File: config.mk
export PLATFORM = sky130hd
export DESIGN_NAME = cbm_ctrl
export DESIGN_NICKNAME = d
export VERILOG_FILES = /design/src/hw/rtl/assert_macros.svh /design/src/hw/rtl/cbm_pkg.sv /design/src/hw/rtl/cbm_ctrl.sv
export SDC_FILE = /design/constraint.sdc
export NUM_CORES = 1
export LEC_CHECK = 0
export BUFFER_PORTS_ARGS = -buffer_cell sky130_fd_sc_hd__buf_2
export CORE_ASPECT_RATIO = 0.8
export CORE_UTILIZATION = 48
export CTS_BUF_LIST = sky130_fd_sc_hd__clkbuf_8
export CTS_CLUSTER_DIAMETER = 200
export DETAILED_ROUTE_END_ITERATION = 16
export PLACE_DENSITY = 0.88
export SLEW_MARGIN = 20
export SYNTH_ARGS = -nofsm -noshare
export SYNTH_HDL_FRONTEND = slang
export SYNTH_SLANG_ARGS = --single-unit
File: constraint.sdc
create_clock -name i_clk -period 3.2 [get_ports i_clk]
set_clock_uncertainty 0.15 [all_clocks]
set_input_delay 0.32 -clock i_clk [delete_from_list [all_inputs] [get_ports i_clk]]
set_output_delay 0.32 -clock i_clk [all_outputs]
set_load 0.03 [all_outputs]
File: src/hw/rtl/assert_macros.svh
// Assertion macros used by the cartridge bank mapper core.
`ifndef ASSERT_MACROS_SVH
`define ASSERT_MACROS_SVH
`ifndef SYNTH
`define ASSERT_PROP(lbl, clk, rst_n, prop, msg) \
    lbl: assert property (@(posedge clk) disable iff (!(rst_n)) (prop)) else $error(msg);
`define ASSERT_NEVER(lbl, clk, rst_n, cond, msg) \
    lbl: assert property (@(posedge clk) disable iff (!(rst_n)) !(cond)) else $error(msg);
`else
`define ASSERT_PROP(lbl, clk, rst_n, prop, msg)
`define ASSERT_NEVER(lbl, clk, rst_n, cond, msg)
`endif
`endif

File: src/hw/rtl/cbm_pkg.sv
// Types and constants of the cartridge bank mapper.
package cbm_pkg;

    localparam int CFG_IDX_W = 1;
    localparam int CFG_DATA_W = 8;

    localparam logic [CFG_IDX_W-1:0] CFG_CART_TYPE = 1'd0;
    localparam logic [CFG_IDX_W-1:0] CFG_RAM_CODE  = 1'd1;

    localparam logic [7:0] CART_ROM_ONLY = 8'd0;
    localparam logic [7:0] CART_MBC1_LO  = 8'd1;
    localparam logic [7:0] CART_MBC1_HI  = 8'd3;

    localparam logic [7:0] RAM_SZ_8K  = 8'd2;
    localparam logic [7:0] RAM_SZ_32K = 8'd3;

    localparam logic [15:0] ADDR_RAMEN_END   = 16'h1FFF;
    localparam logic [15:0] ADDR_ROMBANK_END = 16'h3FFF;
    localparam logic [15:0] ADDR_RAMBANK_END = 16'h5FFF;
    localparam logic [15:0] ADDR_ROM_END     = 16'h7FFF;
    localparam logic [15:0] ADDR_RAM_LO      = 16'hA000;
    localparam logic [15:0] ADDR_RAM_HI      = 16'hBFFF;

    localparam logic [3:0] RAM_EN_KEY = 4'hA;
    localparam logic [7:0] OPEN_BUS   = 8'hFF;

    typedef enum logic [1:0] {
        SRC_ROM   = 2'd0,
        SRC_RAM   = 2'd1,
        SRC_OPEN  = 2'd2,
        SRC_WRITE = 2'd3
    } t_src;

    typedef struct packed {
        logic        mode;
        logic [15:0] address;
        logic [7:0]  write_data;
    } t_item;

    typedef struct packed {
        t_src        src;
        logic [18:0] rom_address;
        logic [7:0]  read_data;
        logic        fault;
    } t_resp;

    typedef struct packed {
        logic        wr;
        logic        rd;
        logic [1:0]  bank;
        logic [12:0] offset;
        logic [7:0]  wdata;
    } t_ram_req;

endpackage

File: src/hw/rtl/cbm_ctrl.sv
// Configuration and bank registers, access decode and ROM address mapping.
module cbm_ctrl
    import cbm_pkg::*;
(
    input  logic                  i_clk,
    input  logic                  i_rst_n,
    input  logic                  i_cfg_we,
    input  logic [CFG_IDX_W-1:0]  i_cfg_idx,
    input  logic [CFG_DATA_W-1:0] i_cfg_wdata,
    input  logic                  i_accept,
    input  t_item                 i_item,
    output t_resp                 o_resp,
    output t_ram_req              o_ram_req
);

    logic [7:0] r_cart_type;
    logic [7:0] r_ram_code;
    logic       r_ram_en;
    logic [4:0] r_rom_sel;
    logic [1:0] r_ram_sel;

    logic       w_is_mbc;
    logic       w_in_win;
    logic       w_ram_ok;
    logic [4:0] w_bank_eff;

    assign w_is_mbc   = r_cart_type inside {[CART_MBC1_LO:CART_MBC1_HI]};
    assign w_in_win   = i_item.address inside {[ADDR_RAM_LO:ADDR_RAM_HI]};
    assign w_ram_ok   = r_ram_en && (r_ram_code == RAM_SZ_8K || r_ram_code == RAM_SZ_32K);
    assign w_bank_eff = (r_rom_sel == 5'd0) ? 5'd1 : r_rom_sel;

    always_comb begin
        o_resp = '{src: SRC_OPEN, rom_address: '0, read_data: OPEN_BUS, fault: 1'b0};
        o_ram_req.wr     = 1'b0;
        o_ram_req.rd     = 1'b0;
        o_ram_req.bank   = (r_ram_code == RAM_SZ_32K) ? r_ram_sel : 2'd0;
        o_ram_req.offset = i_item.address[12:0];
        o_ram_req.wdata  = i_item.write_data;
        if (r_cart_type == CART_ROM_ONLY) begin
            o_resp.read_data = '0;
            if (i_item.mode) begin
                o_resp.src = SRC_WRITE;
            end else begin
                o_resp.src         = SRC_ROM;
                o_resp.rom_address = {3'b000, i_item.address};
            end
        end else if (w_is_mbc) begin
            if (i_item.mode) begin
                o_resp.src       = SRC_WRITE;
                o_resp.read_data = '0;
                o_ram_req.wr     = i_accept && w_in_win && w_ram_ok;
            end else if (i_item.address <= ADDR_ROMBANK_END) begin
                o_resp.src         = SRC_ROM;
                o_resp.rom_address = {3'b000, i_item.address};
                o_resp.read_data   = '0;
            end else if (i_item.address <= ADDR_ROM_END) begin
                o_resp.src         = SRC_ROM;
                o_resp.rom_address = {w_bank_eff, i_item.address[13:0]};
                o_resp.read_data   = '0;
            end else if (w_in_win && w_ram_ok) begin
                o_resp.src   = SRC_RAM;
                o_ram_req.rd = i_accept;
            end
        end else begin
            o_resp.fault = 1'b1;
        end
    end

    always_ff @(posedge i_clk) begin
        if (!i_rst_n) begin
            r_cart_type <= '0;
            r_ram_code  <= '0;
            r_ram_en    <= 1'b0;
            r_rom_sel   <= '0;
            r_ram_sel   <= '0;
        end else begin
            if (i_cfg_we) begin
                case (i_cfg_idx)
                    CFG_CART_TYPE: r_cart_type <= i_cfg_wdata;
                    CFG_RAM_CODE:  r_ram_code  <= i_cfg_wdata;
                    default:       r_ram_code  <= r_ram_code;
                endcase
            end
            if (i_accept && w_is_mbc && i_item.mode) begin
                if (i_item.address <= ADDR_RAMEN_END) begin
                    r_ram_en <= (i_item.write_data[3:0] == RAM_EN_KEY);
                end else if (i_item.address <= ADDR_ROMBANK_END) begin
                    r_rom_sel <= i_item.write_data[4:0];
                end else if (i_item.address <= ADDR_RAMBANK_END) begin
                    r_ram_sel <= i_item.write_data[1:0];
                end
            end
        end
    end

endmodule

# Word level (Yosys, flattened, before mapping)
# Cells that the tools add are included.
# totals
elab_cells	57
regBits	24
out_inout_bits	55
input_bits	38
# op_classes
reduce_logical	16
n_eq_ne	3
bitwise_logic	3
mux	22
magnitude_cmp	8
# ops
op	count
$mux W29	3
$le A16 B15 Y1 const B	2
$mux W27	1
$mux W19	1
$eq A8 B2 Y1 const B	2
$ge A16 B16 Y1 const B	1
$le A16 B13 Y1 const B	1
$le A16 B14 Y1 const B	1
$le A16 B16 Y1 const B	1
$mux W16	1
$mux W2	7
$ge A8 B1 Y1 const B	1
$le A8 B2 Y1 const B	1
$logic_and A1 B1 Y1	8
$logic_not A8 Y1	1
$mux W8	1
$mux W1	7
$reduce_and A2 Y1	3
$logic_not A5 Y1	1
$mux W5	1
$eq A4 B4 Y1 const B	1
$reduce_and A4 Y1	1
$not A1 Y1	3
$reduce_and A3 Y1	1
$logic_or A1 B1 Y1	1

# Depth between registers and ports, before layout
# Gate-level depths: netlist of the first run.
# depth
depth_word	10
ltp_mapped	5
ltp_nobuf	3

# Least setup slack after synthesis of the first run
# No wires, ideal clock.
# synth_path
path_kind	flip-flop to output port
startpoint	reg r_cart_type[2]
endpoint	out o_ram_req[23] in the netlist's numbering
path_stages_with_launch	4
required_ns	2.730
setup_slack_ns	0.726
arrival_time_ns	2.004
path_buffers	0
path_cell_list	dfxtp_1 nor4_4 nand2_2 nor4_1
# synth_rtl
item	line	rtl
start, declared	cbm_ctrl.sv:16	logic [7:0] r_cart_type;
start signal, assigned	cbm_ctrl.sv:79	CFG_CART_TYPE: r_cart_type <= i_cfg_wdata;
end, declared	cbm_ctrl.sv:13	output t_ram_req o_ram_req

==> results of run 1 <==
==> power groups by stage <==
stage	Clock [mW]	Sequential, mW	Combinational [mW]
after global routing	0.222	0.316	0.272
after CTS	0.210	0.315	0.253
after floorplan	0	0.320	0.221
after detailed placement	0	0.322	0.252
after global placement	0	0.322	0.249
final	0.206	0.315	0.252
==> final cells by class <==
cell class	count	share of cell area
multi-input combinational	128	0.431
sequential	24	0.265
timing repair buffer	86	0.237
clock buffer	4	0.0304
tap	40	0.0276
inverter	4	0.00828
==> critical path, cell delays in order (launching register included) <==
cell and delay [ns]:
dfxtp_1 0.32, nor4_1 0.55, nand3_1 0.26, a211o_1 0.35
buf_2 0.18
==> sequential cells by signal, summed over array words and instances, names as in the netlist <==
| signal | cells |
|---|---|
| r_rom_sel | 5 |
| r_cart_type | 8 |
| r_ram_sel | 2 |
| r_ram_code | 8 |
| r_ram_en | 1 |
==> per-stage QoR <==
| step | area [sq um] | setup WS, ns | hold WS (ns) |
|---|---|---|---|
| 6_report | 1810 | 0.812 | 0.152 |
| 5_1_grt | 1810 | 0.697 | 0.158 |
| 4_1_cts | 1810 | 0.811 | 0.150 |
| 2_1_floorplan | 1540 | 0.726 | 0.284 |
| 3_5_place_dp | 1760 | 1.11 | 0.304 |
| 3_3_place_gp | 1760 | 1.17 | 0.296 |
==> routing by layer <==
metal,global-route usage,vias to the layer above,wire (um)
li1,-,731,-
met1,0.248,653,1610
met2,0.316,59,1460
met3,0.0391,5,239
met4,0.0870,0,49
met5,0,-,0
==> cells in the final DEF (no fill, tap or decap), drive strengths merged <==
master	n
nand2	41
nor4	4
or2	1
inv	4
a211oi	1
mux2i	8
nor2b	1
a2111oi	1
o211a	1
o21ai	1
nand4	3
and4	1
dfxtp	24
nor3	1
nand3	9
nor3b	4
and3	2
and2	15
clkbuf	4
a211o	1
nand2b	1
o21bai	1
or4b	1
a21boi	16
nor2	7
a41oi	1
o21a	2
nand3b	1
and4b	2
buf	86
o211ai	1
==> how the worst max path moves through the flow <==
stage | from | to | slack, ns | depth (start not counted)
5_1_grt | r_ram_code[3]$_SDFFE_PN0P_ | o_ram_req[23] | 0.70 | 4
6_report | r_ram_code[3]$_SDFFE_PN0P_ | o_resp[29] | 0.81 | 4
2_1_floorplan | r_cart_type[2]$_SDFFE_PN0P_ | o_ram_req[23] | 0.73 | 3
3_5_place_dp | r_cart_type[2]$_SDFFE_PN0P_ | o_resp[23] | 1.11 | 4
4_1_cts | r_cart_type[2]$_SDFFE_PN0P_ | o_resp[23] | 0.81 | 4
3_3_place_gp | r_cart_type[2]$_SDFFE_PN0P_ | o_resp[23] | 1.17 | 4
==> kinds of logic after synthesis <==
logic type	count (synthesis)
simple gates	94
buf+inv	43
compound gates	26
flops	24
mux	8
==> results.json, run 1 <==
{
  "worst_slew_pin_slew_ns": 0.597,
  "cts_hold_buf": 0,
  "drive_above_1_share": 0.390,
  "combinationalPowerShare": 0.326,
  "cts_tree": "built",
  "synthAdderAreaFrac": 0,
  "worstPathArrival_ns": 1.92,
  "ys_warn_count": 0,
  "min_path_cells": 3,
  "first_pass_iters": 4,
  "p_clk_frac": 0.267,
  "synthSimpleGateAreaFrac": 0.322,
  "synth_area_leaders": "dfxtp_1 (31%), buf_4 (14%), nand2_1 (9.7%)",
  "drc": 0,
  "synth_cell_types": 37,
  "synth_compound_area_frac": 0.133,
  "core_sq_um": 3060,
  "rrSetupSlack_ns": 1.46,
  "worstReg2RegEnd": "r_rom_sel[1]$_SDFFE_PN0P_",
  "peakVddDrop_mv": 0.294,
  "synth_area_per_cell_sq_um": 7.91,
  "cts-root-buf": "clkbuf_8",
  "dieArea_sq_um": 3450,
  "syn_nets": 233,
  "num_rows": 18,
  "setup_viol": 0,
  "vias": 1448,
  "path_clk_slew_ns": 0.08,
  "netlist_top_cells_count": "nand2_1 (40), buf_4 (29), dfxtp_1 (24), a21boi_0 (16), and2_1 (15)",
  "cts_buffers": 3,
  "yosysSeqAreaShare": 0.311,
  "regArea_sq_um": 480,
  "synth_area_sq_um": 1540,
  "hold_path_class": "input port to flop",
  "worstSetupPathType": "flop to output pin",
  "synthArstFlopShare": 0,
  "grtUsageTotal": 0.194,
  "wl_mm": 3.36,
  "htree_levels": 1,
  "syn2layout_area_growth_pct": 17.5,
  "ios": 93,
  "path_max_fanout": 3,
  "synth_most_common_cell": "nand2_1",
  "finalWeightedCongestion": 0.884,
  "fmax_mhz": 419,
  "rsz0062_at_grt": "no",
  "status": "completed",
  "insertion_delay_ns": 0.26,
  "p_seq_frac": 0.407,
  "synth_top_area_cell": "dfxtp_1",
  "vias_per_cell": 5.06,
  "antenna_found_initial": 0,
  "cts_buffer_depth": 2,
  "final_max_slew_viol_count": 0,
  "power.total_uw": 773,
  "min_to": "r_rom_sel[4]$_SDFFE_PN0P_",
  "dp_hpwl_mm": 2.56,
  "swShare": 0.360,
  "tns_ns": 0,
  "multi_input_area_sq_um": 782,
  "cts_resized": 0,
  "intPower_uw": 495,
  "antenna_cells": 0,
  "cts.sinks": 24,
  "reg2reg_depth": 3,
  "initial_core_util": 0.504,
  "total_switching_power_uw": 278,
  "finalHoldViolations": 0,
  "synthCells": 195,
  "rr_startpoint": "r_cart_type[2]$_SDFFE_PN0P_",
  "final_nets": 285,
  "drt_iter0_drc": 58,
  "cap_violations": 0,
  "min_from": "i_item[4]",
  "timing.final.crit_share": 0.746,
  "fin_crit_ns": 2.39,
  "grt_pass1_wl_mm": 5.02,
  "grt_pass1_vias": 1114,
  "synth-edff-count": 0,
  "overflow": 0,
  "fp.dieW_um": 65.4,
  "ant_nets": 0,
  "io_buffers": 86,
  "synth_top_family_by_area": "simple AND/OR/NAND/NOR gates",
  "yosys.area_share.xor_xnor": 0,
  "grt_max_degree": 30,
  "muxShareOfSynthArea": 0.0519,
  "leakage_nw": 0.869,
  "post-place-cells": 282,
  "cts_setup_buffers": 0,
  "ys_ff_latch": 24,
  "crit_required_ns": 2.73,
  "n_fill_cell": 296,
  "startpoint_type": "flop",
  "p_per_area_nw_per_um2": 427,
  "routedWlPerCell_um": 11.8,
  "fin_util": 0.592,
  "die_h_um": 52.7,
  "maxSlewHeadroom": 0.599,
  "synth_top_area_frac": 0.311,
  "instances_no_fill": 286,
  "ys.flop_type": "dfxtp_1",
  "endpoint_kind": "output pin"
}
Note: power is estimated with default switching activity, not from simulation.
==> inputs of run 2 (changes only) <==
--- a/config.mk
+++ b/config.mk
@@ -7,11 +7,11 @@
 export LEC_CHECK = 0
 export BUFFER_PORTS_ARGS = -buffer_cell sky130_fd_sc_hd__buf_2
 export CORE_ASPECT_RATIO = 0.8
-export CORE_UTILIZATION = 48
+export CORE_UTILIZATION = 45
 export CTS_BUF_LIST = sky130_fd_sc_hd__clkbuf_8
 export CTS_CLUSTER_DIAMETER = 200
 export DETAILED_ROUTE_END_ITERATION = 16
-export PLACE_DENSITY = 0.88
+export PLACE_DENSITY = 0.83
 export SLEW_MARGIN = 20
 export SYNTH_ARGS = -nofsm -noshare
 export SYNTH_HDL_FRONTEND = slang
==> constraint.sdc (replaced) <==
create_clock -name i_clk -period 2.4 [get_ports i_clk]
set_clock_uncertainty 0.15 [all_clocks]
set_input_delay 0.24 -clock i_clk [delete_from_list [all_inputs] [get_ports i_clk]]
set_output_delay 0.24 -clock i_clk [all_outputs]
set_load 0.03 [all_outputs]
==> run 2 against run 1 <==
- setup slack worse by 0.61 ns
- die area up 6.4%
- final area up 1.6%
- count of clock-buffer cells in the layout unchanged
- total power up 34%
- critical endpoint is now o_resp[23]
- register-to-register slack worse by 0.75 ns
- final cell count up 1.0%
==> results.json, run 2 (synthesis results as in run 1) <==
{
  "status": "completed",
  "fin_util": 0.580,
  "io_buffers": 86,
  "initial_core_util": 0.486,
  "grtUsageTotal": 0.184,
  "mostFrequentLayoutCells": "buf_2 (86), nand2_1 (40), dfxtp_1 (24), a21boi_0 (16), and2_1 (15)",
  "num_rows": 18,
  "htree_levels": 1,
  "fin_crit_ns": 2.20,
  "rrSetupSlack_ns": 0.71,
  "drive_above_1_share": 0.402,
  "intPower_uw": 667,
  "finalWeightedCongestion": 0.863,
  "cts_buffer_depth": 2,
  "maxSlewHeadroom": 0.651,
  "placed_area_sq_um": 1770,
  "p_clk_frac": 0.263,
  "grt_pass1_vias": 1158,
  "grt_max_degree": 29,
  "swShare": 0.356,
  "min_path_cells": 3,
  "insertion_delay_ns": 0.26,
  "fin_area_sq_um": 1840,
  "first_pass_iters": 4,
  "drc": 0,
  "p_per_area_nw_per_um2": 562,
  "cts.sinks": 24,
  "dieArea_sq_um": 3670,
  "die_h_um": 54.4,
  "power.total_mw": 1.04,
  "antenna_cells": 0,
  "n_fill_cell": 308,
  "leakage_nw": 0.884,
  "min_to": "r_rom_sel[4]$_SDFFE_PN0P_",
  "p_seq_frac": 0.406,
  "overflow": 0,
  "routedWlPerCell_um": 11.7,
  "reg.largest.list": "r_cart_type x8, r_ram_code x8, r_rom_sel x5",
  "path_clk_slew_ns": 0.08,
  "wl_mm": 3.38,
  "grt_pass1_wl_mm": 5.04,
  "worstSetupPathType": "flop to output pin",
  "vias": 1470,
  "cap_violations": 0,
  "combinationalPowerShare": 0.331,
  "dp_hpwl_mm": 2.67,
  "path_max_fanout": 7,
  "tns_ns": 0,
  "ant_nets": 0,
  "worstPathArrival_ns": 1.81,
  "fp.dieW_um": 67.5,
  "peakVddDrop_mv": 0.456,
  "final_nets": 288,
  "ios": 93,
  "hold_path_class": "input port to flop",
  "endpoint_kind": "output pin",
  "drt_iter0_drc": 79,
  "finalHoldViolations": 0,
  "total_switching_power_uw": 368,
  "timing.final.crit_share": 0.917,
  "crit_required_ns": 2.01,
  "cts_buffers": 3,
  "min_from": "i_item[4]",
  "fmax_mhz": 454,
  "antenna_found_initial": 0,
  "reg2reg_depth": 4,
  "startpoint_type": "flop",
  "cts-root-buf": "clkbuf_8",
  "hold-worst-slack_ns": 0.0740,
  "final_max_slew_viol_count": 0,
  "rsz0062_at_grt": "no",
  "final_common_cell": "buf_2",
  "core_sq_um": 3180,
  "vias_per_cell": 5.09,
  "cts_tree": "built",
  "rr_startpoint": "r_cart_type[7]$_SDFFE_PN0P_",
  "cts_hold_buf": 0,
  "syn2layout_area_growth_pct": 19.4,
  "worst_slew_pin_slew_ns": 0.522,
  "worstReg2RegEnd": "r_rom_sel[2]$_SDFFE_PN0P_",
  "setup_viol": 0
}
[run 2: cell count changes in the layout (fill, tap and decap cells not counted), sizes merged]
cell,previous run,this run
buf,86,89
[run 2: how the worst max path moves through the flow]
stage / slack, ns / from / end
2_1_floorplan: 0.006 / r_cart_type[2]$_SDFFE_PN0P_ / o_ram_req[23]
3_3_place_gp: 0.46 / r_cart_type[2]$_SDFFE_PN0P_ / o_resp[23]
3_5_place_dp: 0.44 / r_cart_type[2]$_SDFFE_PN0P_ / o_resp[23]
4_1_cts: 0.14 / r_cart_type[2]$_SDFFE_PN0P_ / o_resp[23]
5_1_grt: 0.007 / r_ram_code[1]$_SDFFE_PN0P_ / o_ram_req[23]
6_report: 0.20 / r_cart_type[5]$_SDFFE_PN0P_ / o_resp[23]
[run 2: routing by layer]
layer / vias to the layer above / wire length, um / GRT usage
met3: 2 / 249 / 0.0375
met2: 61 / 1510 / 0.290
li1: 741 / - / -
met1: 666 / 1600 / 0.252
met4: 0 / 17 / 0.0532
met5: - / 0 / 0
[run 2: per-stage QoR]
stage	worst slack [ns]	std cells
floorplan	0.00599	195
global placement	0.457	283
detailed placement	0.440	283
CTS	0.136	287
global route	0.00682	289
finish	0.200	289
[run 2: power groups by stage]
stage / combinational, mW / clock, mW / sequential [mW]
2_1_floorplan: 0.294 / 0 / 0.427
3_3_place_gp: 0.335 / 0 / 0.429
3_5_place_dp: 0.337 / 0 / 0.429
4_1_cts: 0.338 / 0.277 / 0.420
5_1_grt: 0.376 / 0.289 / 0.422
6_report: 0.343 / 0.272 / 0.420
[run 2: worst max-delay path: stages, from the launching register on]
cell       delay, ns
dfxtp_1         0.31
nor2_1          0.39
nand2_2         0.19
a2111oi_2       0.39
buf_2           0.26
[run 2: cell type report]
type	count	area, sq um	share of cell area
well taps	40	50.0	0.0272
inverters	4	15.0	0.00815
flip-flops and latches	24	480	0.261
multi-input cells	128	788	0.428
clock buffers	4	55.1	0.0299
repair buffers	89	453	0.246
[run 2: timing repair]
item	4_1_cts	5_1_grt
gates resized for setup	0	1
endpoints found under the setup margin	0	4
setup buffers	0	2
